## src/rtl/dims_pkg.sv

```systemverilog
`timescale 1ns / 1ps
package dims_pkg;

  localparam int DEPTH_W     = 17;
  localparam int SPREAD_W    = 16;
  localparam int COMP_W      = 21;
  localparam int VEC_W       = 63;
  localparam int SIZE_W      = 13;
  localparam int POINT_W     = 32;
  localparam int CFG_IDX_W   = 3;
  localparam int ROUND_SHIFT = 16;

  localparam logic [DEPTH_W-1:0] DEPTH_ONE = 17'h10000;
  localparam logic [SIZE_W-1:0]  SIZE_MIN  = 13'd2;

  typedef enum logic [CFG_IDX_W-1:0] {
    REG_WIDTH     = 3'd0,
    REG_HEIGHT    = 3'd1,
    REG_ORIGIN    = 3'd2,
    REG_COL_STEP  = 3'd3,
    REG_ROW_STEP  = 3'd4,
    REG_DEPTH_VEC = 3'd5
  } cfg_reg_t;

  typedef struct packed {
    logic acc;
    logic en1;
    logic en2;
    logic en_out;
  } pipe_ctl_t;

  function automatic logic signed [COMP_W-1:0] comp(input logic [VEC_W-1:0] vec, input int k);
    comp = signed'(vec[k*COMP_W +: COMP_W]);
  endfunction

  function automatic logic [SPREAD_W-1:0] absdiff(input logic [SPREAD_W-1:0] a,
                                                  input logic [SPREAD_W-1:0] b);
    absdiff = (a > b) ? (a - b) : (b - a);
  endfunction

  function automatic logic [SPREAD_W-1:0] max3(input logic [SPREAD_W-1:0] a,
                                               input logic [SPREAD_W-1:0] b,
                                               input logic [SPREAD_W-1:0] c);
    logic [SPREAD_W-1:0] m;
    m = (a > b) ? a : b;
    max3 = (m > c) ? m : c;
  endfunction

endpackage

```

## src/rtl/dims_spread.sv

```systemverilog
`timescale 1ns / 1ps
module dims_spread (
  input  logic                            clk,
  input  dims_pkg::pipe_ctl_t             ctl,
  input  logic [dims_pkg::DEPTH_W-1:0]    s1_depth,
  input  logic [dims_pkg::DEPTH_W-1:0]    s1_left,
  input  logic [dims_pkg::DEPTH_W-1:0]    s1_above,
  input  logic [dims_pkg::DEPTH_W-1:0]    s1_above_left,
  input  logic                            s1_quad,
  output logic [dims_pkg::SPREAD_W-1:0]   s2_upper_spread,
  output logic                            s2_upper_blank,
  output logic [dims_pkg::SPREAD_W-1:0]   s2_lower_spread,
  output logic                            s2_lower_blank
);

  localparam int BG = dims_pkg::DEPTH_W - 1;
  localparam int SW = dims_pkg::SPREAD_W;

  logic [SW-1:0] up_spread_r, lo_spread_r;
  logic          up_blank_r, lo_blank_r;
  logic [SW-1:0] up_spread_nxt, lo_spread_nxt;
  logic          up_blank_nxt, lo_blank_nxt;
  logic          up_bg, lo_bg;
  logic [SW-1:0] d, l, a, al;

  always_comb begin
    d     = s1_depth[SW-1:0];
    l     = s1_left[SW-1:0];
    a     = s1_above[SW-1:0];
    al    = s1_above_left[SW-1:0];
    up_bg = s1_above_left[BG] || s1_left[BG] || s1_above[BG];
    lo_bg = s1_above[BG] || s1_left[BG] || s1_depth[BG];

    up_spread_nxt = '0;
    lo_spread_nxt = '0;
    up_blank_nxt  = 1'b0;
    lo_blank_nxt  = 1'b0;
    if (s1_quad) begin
      up_blank_nxt = up_bg;
      lo_blank_nxt = lo_bg;
      if (!up_bg) begin
        up_spread_nxt = dims_pkg::max3(dims_pkg::absdiff(al, a), dims_pkg::absdiff(a, l),
                                       dims_pkg::absdiff(al, l));
      end
      if (!lo_bg) begin
        lo_spread_nxt = dims_pkg::max3(dims_pkg::absdiff(a, d), dims_pkg::absdiff(d, l),
                                       dims_pkg::absdiff(l, a));
      end
    end
  end

  always_ff @(posedge clk) begin
    if (ctl.en2) begin
      up_spread_r <= up_spread_nxt;
      lo_spread_r <= lo_spread_nxt;
      up_blank_r  <= up_blank_nxt;
      lo_blank_r  <= lo_blank_nxt;
    end
  end

  assign s2_upper_spread = up_spread_r;
  assign s2_upper_blank  = up_blank_r;
  assign s2_lower_spread = lo_spread_r;
  assign s2_lower_blank  = lo_blank_r;

endmodule

```

## config.mk

```make
export PLATFORM = sky130hd
export DESIGN_NAME = dims_spread
export DESIGN_NICKNAME = d
export VERILOG_FILES = /design/src/rtl/dims_pkg.sv /design/src/rtl/dims_spread.sv
export SDC_FILE = /design/constraint.sdc
export NUM_CORES = 1
export LEC_CHECK = 0
export ABC_AREA = 1
export BUFFER_PORTS_ARGS = -buffer_cell sky130_fd_sc_hd__buf_2
export CORE_MARGIN = 1.5
export CORE_UTILIZATION = 50
export DETAILED_ROUTE_END_ITERATION = 10
export PLACE_DENSITY_LB_ADDON = 0.25
export SLEW_MARGIN = 25
export SYNTH_ARGS = -nofsm -noshare
export SYNTH_HDL_FRONTEND = slang
export SYNTH_SLANG_ARGS = --single-unit
export TNS_END_PERCENT = 5
```

## constraint.sdc

```tcl
create_clock -name clk -period 7.1 [get_ports clk]
set_input_delay 0.355 -clock clk [delete_from_list [all_inputs] [get_ports clk]]
set_output_delay 0.355 -clock clk [all_outputs]
set_load 0.05 [all_outputs]
```

Word-level counts from Yosys, hierarchy flattened. Index checks and enable logic that the tools add are counted. W data, S select, Z words.

Bits of input ports: 74. Word-level logic and storage cells: 41. Flip-flop bits (word level): 34. Output and inout port bits: 34.

Magnitude comparators: 10. $add $sub $neg: 10. Bitwise logic cells: 1. Muxes and demuxes: 10. Reduce and logical (&&, ||, !) cells: 6.

Operators by type and width (number): $gt A16 B16 Y1 (10); $mux W16 (10); $sub A16 B16 Y16 (10); $logic_or A1 B1 Y1 (4); $reduce_or A2 Y1 (2); $not A1 Y1 (1).

Logic depth before layout (Yosys ltp).
Word-level depth: 6. Gate-level depth with buffers: 44. Mapped depth without buffers: 41.

Worst setup path before layout. OpenSTA, ideal clock, no wires.

Kind: input to register. Start: input s1_depth[0] (netlist name). End: register lo_spread_r[10] (netlist: s2_lower_spread[10]) (data pin). Path buffers: 3. Data arrival time: 5.366 ns. Data required time: 6.851 ns. Cell stages on the path: 35. Setup slack: 1.485 ns. Path through: inv_1 > ha_1 > inv_1 > fa_1 > nand3_1 > nand3_1 > nand2_1 > nand2_1 > nand2_1 > nand2_2 > nand2_4 > clkbuf_1 > nand2_1 > o21ai_0 > xor2_1 > inv_1 > ha_1 > nand4_1 > nor3_1 > nand3_2 > clkbuf_1 > nand3_1 > nand2_1 > ha_1 > nand2_1 > inv_1 > nand2_1 > or4_1 > o21ai_0 > inv_1 > buf_2 > o21ai_0 > inv_1 > nand2_1 > inv_1.

Cells in the longest elaborated chain, start to end: 6.

Ends and longest elaborated chain: start, declared (line dims_spread.sv:5) `input logic [dims_pkg::DEPTH_W-1:0] s1_depth,`; $sub A16 B16 Y16 / $gt A16 B16 Y1 (equally long branches) (line dims_pkg.sv:38) `absdiff = (a > b) ? (a - b) : (b - a);`; $mux W16 (line dims_pkg.sv:38); $gt A16 B16 Y1 (line dims_pkg.sv:45) `m = (a > b) ? a : b;`; $mux W16 (*) (line dims_pkg.sv:45); $gt A16 B16 Y1 (line dims_pkg.sv:46) `max3 = (m > c) ? m : c;`; $mux W16 (*) (line dims_pkg.sv:46); end signal, assigned (line dims_spread.sv:55) `lo_spread_r <= lo_spread_nxt;`; end, declared (line dims_spread.sv:19) `logic [SW-1:0] up_spread_r, lo_spread_r;`.

Every way passes the cells marked *; elsewhere a longest branch is shown, timed or not. A chain may end at the register's enable or synchronous reset.

Final worst setup path.
Start: input s1_left[1] (netlist name). End: register up_spread_r[10] (netlist: s2_upper_spread[10]) (data pin).

Cells in the longest elaborated chain, start to end: 6.

Ends and longest elaborated chain: start, declared (line dims_spread.sv:6) `input logic [dims_pkg::DEPTH_W-1:0] s1_left,`; $sub A16 B16 Y16 / $gt A16 B16 Y1 (equally long branches) (line dims_pkg.sv:38); $mux W16 (line dims_pkg.sv:38); $gt A16 B16 Y1 (line dims_pkg.sv:45); $mux W16 (line dims_pkg.sv:45); $gt A16 B16 Y1 (line dims_pkg.sv:46); $mux W16 (*) (line dims_pkg.sv:46); end signal, assigned (line dims_spread.sv:54) `up_spread_r <= up_spread_nxt;`; end, declared (line dims_spread.sv:19).

Marks and branches as above.

==> run_results.csv <==
group,metric,value,unit
clock_tree,cts_buffers,5,
synth,synth.area.mux_share,0.0106,
pwr,p_leak,7.42,nW
synth,synth.yosys.seq_area_share,0.0838,
hold_path,hp-start,"s1_depth[16]",
synth,synth_edf_count,34,
clock_tree,h-tree-depth,2,
clock_tree,cts_resized,0,
synth,synth_top_family_by_area,"simple AND/OR/NAND/NOR gates",
cells_and_area,drive_gt1_frac,0.0993,
job,maxCapViolCount,0,
clock_tree,root_buffer,"clkbuf_16",
worst_setup_path,cp_slowest_stage_delay,380,ps
synth,synth_area,0.0122,mm²
synth,synth_area_leaders,"ha_1 22%, nand2_1 14%, inv_1 10%",
clock_tree,post_cts_buffers,0,
clock_tree,cts.sinks,34,
die,rows,56,
global_routing,grt-busiest-layer,"met2",
synth,yosys.area.top_type,"ha_1",
synth,yosys.area_share.simple,0.278,
cells_and_area,seq_area,0.00102,mm²
timing,finalSetupTns,0,ps
global_routing,use_met2,0.510,
synth,synth_compound_area_frac,0.195,
timing,tightest_slew,756,ps
timing,post-route-period-util,0.883,
worst_setup_path,crit_path_frequent_cell,"nand2_1",
synth,ys.flop_type,"edfxtp_1",
drt,wl_per_cell,18.4,µm
placed_design,post_dp_cell_area,0.0130,mm²
timing,fin_crit,6270,ps
worst_setup_path,critical_path_peak_fanout,16,
cells_and_area,final_area,0.0132,mm²
timing,grt_setup_unrepaired,"no",
global_routing,antenna_found_initial,0,
synth,synth_xor_area_frac,0.0711,
clock_tree,clock_path_buffers,2,
clock_tree,cts_tree,"done",
drt,routed_wirelength,43200,µm
drt,ant_nets,0,
timing,holdWs,459,ps
worst_setup_path,crit_path_start,"s1_left[1]",
pwr,ir_worst_vdd,0.000185,V
synth,yosysTopAreaCellShare,0.222,
placed_design,portBuffers,104,
cells_and_area,antenna_cells,0,
die,ioPinCount,108,
worst_setup_path,crit_type,"input pin to flip-flop",
cells_and_area,multi_input_area,0.00968,mm²
global_routing,grt_pass1_wl,66500,µm
synth,synth_cells,1937,
placed_design,placed_cells,2336,
pwr,power_density,217,mW/mm²
synth,synth-warning-count,0,
worst_setup_path,start_kind,"input pin",
hold_path,worst_hold_path_type,"input pin to flip-flop",
cells_and_area,finish.utilization,0.556,
die,die_height,159,µm
timing,fmaxAchievable,160,MHz
drt,viasPerCell,5.67,
placed_design,gp_congestion,1.00,
clock_tree,cts_hold_buf,0,
drt,route.detailed.drc,0,
synth,synth_cell_types,52,
drt,drt_iter0_drc,1383,
cells_and_area,fillCellCount,2491,
die,die_area,0.0253,mm²
timing,maxSlewViolCount,0,
global_routing,grt_pass1_vias,12066,
timing,slew_headroom,0.495,
synth,synth_fa_ha_area_frac,0.238,
drt,via_count,13283,
global_routing,grt_util_all_layers,0.334,
synth,async_reset_ff_frac,0,
worst_setup_path,crit_slowest_cell,"ha_1",
worst_setup_path,endpoint_kind,"flip-flop",
timing,final_hold_viol_count,0,
cells_and_area,layout.nets,2324,
global_routing,grt_max_degree,35,
synth,ys_ff_latch,34,
clock_tree,clkTransAtPathRegs,50,ps
global_routing,gr-total-overflow,0,
cells_and_area,areaGrowthSynthToFinish,8.02,%
placed_design,hpwl,38200,µm
die,fp.dieW,159,µm
synth,synth_area_per_cell,6.29,µm²
worst_setup_path,crit_required,7250,ps
timing,finalSetupViolCount,0,
synth,synthesis.nets,2237,
global_routing,use_met1,0.483,
worst_setup_path,arrival,6420,ps
die,initial_core_util,0.515,
outcome,status,"finished clean",
global_routing,met3_usage,0.0466,
die,coreArea,0.0237,mm²
cells_and_area,instances_no_fill,2344,
drt,dr.pass1.iters,6,
==> synthesized netlist by cell type (8+ instances only) <==
master and n:
nor3_1 23, nand3_1 128, edfxtp_1 34, nand2_4 17, clkbuf_1 13, nand2_1 456, a211oi_1 10, o21ai_0 136
o21bai_1 8, nor2_1 84, xor2_1 89, xnor2_1 10, a21o_1 11, nand3_2 14, a21oi_1 191, inv_2 8
inv_1 336, buf_2 20, o21a_1 8, nand2_2 12, fa_1 10, ha_1 216, o211ai_1 9
==> state kept, by name, indices dropped and copies added (netlist names) <==
register	cells
s2_upper_blank	1
s2_lower_spread	16
s2_upper_spread	16
s2_lower_blank	1
==> metal layers <==
| layer | wire (µm) | share of wire |
|---|---|---|
| met5 | 0 | 0 |
| met4 | 1280 | 0.030 |
| met3 | 4070 | 0.094 |
| met2 | 17900 | 0.41 |
| met1 | 20000 | 0.46 |
==> worst paths after layout <==
kind                             endpoint  slack [ps]  depth (start not counted)
worst min-delay path       s2_lower_blank         460                          3
worst max-delay path  s2_upper_spread[10]         830                         31
==> through the flow <==
| stage | worst slack, ps | power [mW] |
|---|---|---|
| after floorplan | 1480 | 2.01 |
| after global placement | 779 | 2.56 |
| after detailed placement | 654 | 2.60 |
| after CTS | 951 | 2.81 |
| after global routing | 316 | 3.14 |
| final | 833 | 2.85 |
==> placed cells by master, fill, tap and decap left out, types with 11 or more instances in the layout <==
cell type  Yosys  layout
a21o_1        11      11
a21oi_1      191     191
nand2_4       17      17
nor3_1        23      23
ha_1         216     216
xor2_1        89      89
buf_4          2      15
inv_1        336     336
nor2_1        84      84
o21ai_0      136     136
nand2_1      456     456
buf_2         20     104
edfxtp_1      34      34
nand2_2       12      12
nand3_2       14      14
nand3_1      128     128
==> worst max-delay path: cells and delay by family <==
kind                       cells  cell delay [ps]
adders and majority gates      3              850
buffers and inverters          6             1170
and+or+nand+nor               14             2020
xor gates and xnor gates       1              310
AOI/OAI and AO/OA              7             1670
==> cell families after synthesis <==
| group | after synthesis |
|---|---|
| buffers and inverters | 384 |
| AOI/OAI and AO/OA | 421 |
| and+or+nand+nor | 761 |
| muxes | 12 |
| xor gates and xnor gates | 99 |
| DFF | 34 |
| adders and majority gates | 226 |
==> final cells by class <==
class | count | area share
multi-input combinational | 1519 | 0.735
clock inverter | 2 | 0.000665
timing repair buffer | 119 | 0.0481
tap | 319 | 0.0303
sequential | 34 | 0.0776
inverter | 345 | 0.0984
clock buffer | 6 | 0.00979
==> report_power, final <==
group | total (mW) | leakage, nW | internal (mW) | switching [mW]
sequential | 0.249 | 0.324 | 0.246 | 0.00359
combinational | 2.41 | 7.03 | 0.797 | 1.61
clock | 0.198 | 0.0683 | 0.128 | 0.0707
total | 2.85 | 7.42 | 1.17 | 1.68
(Power assumes the default switching activity.)
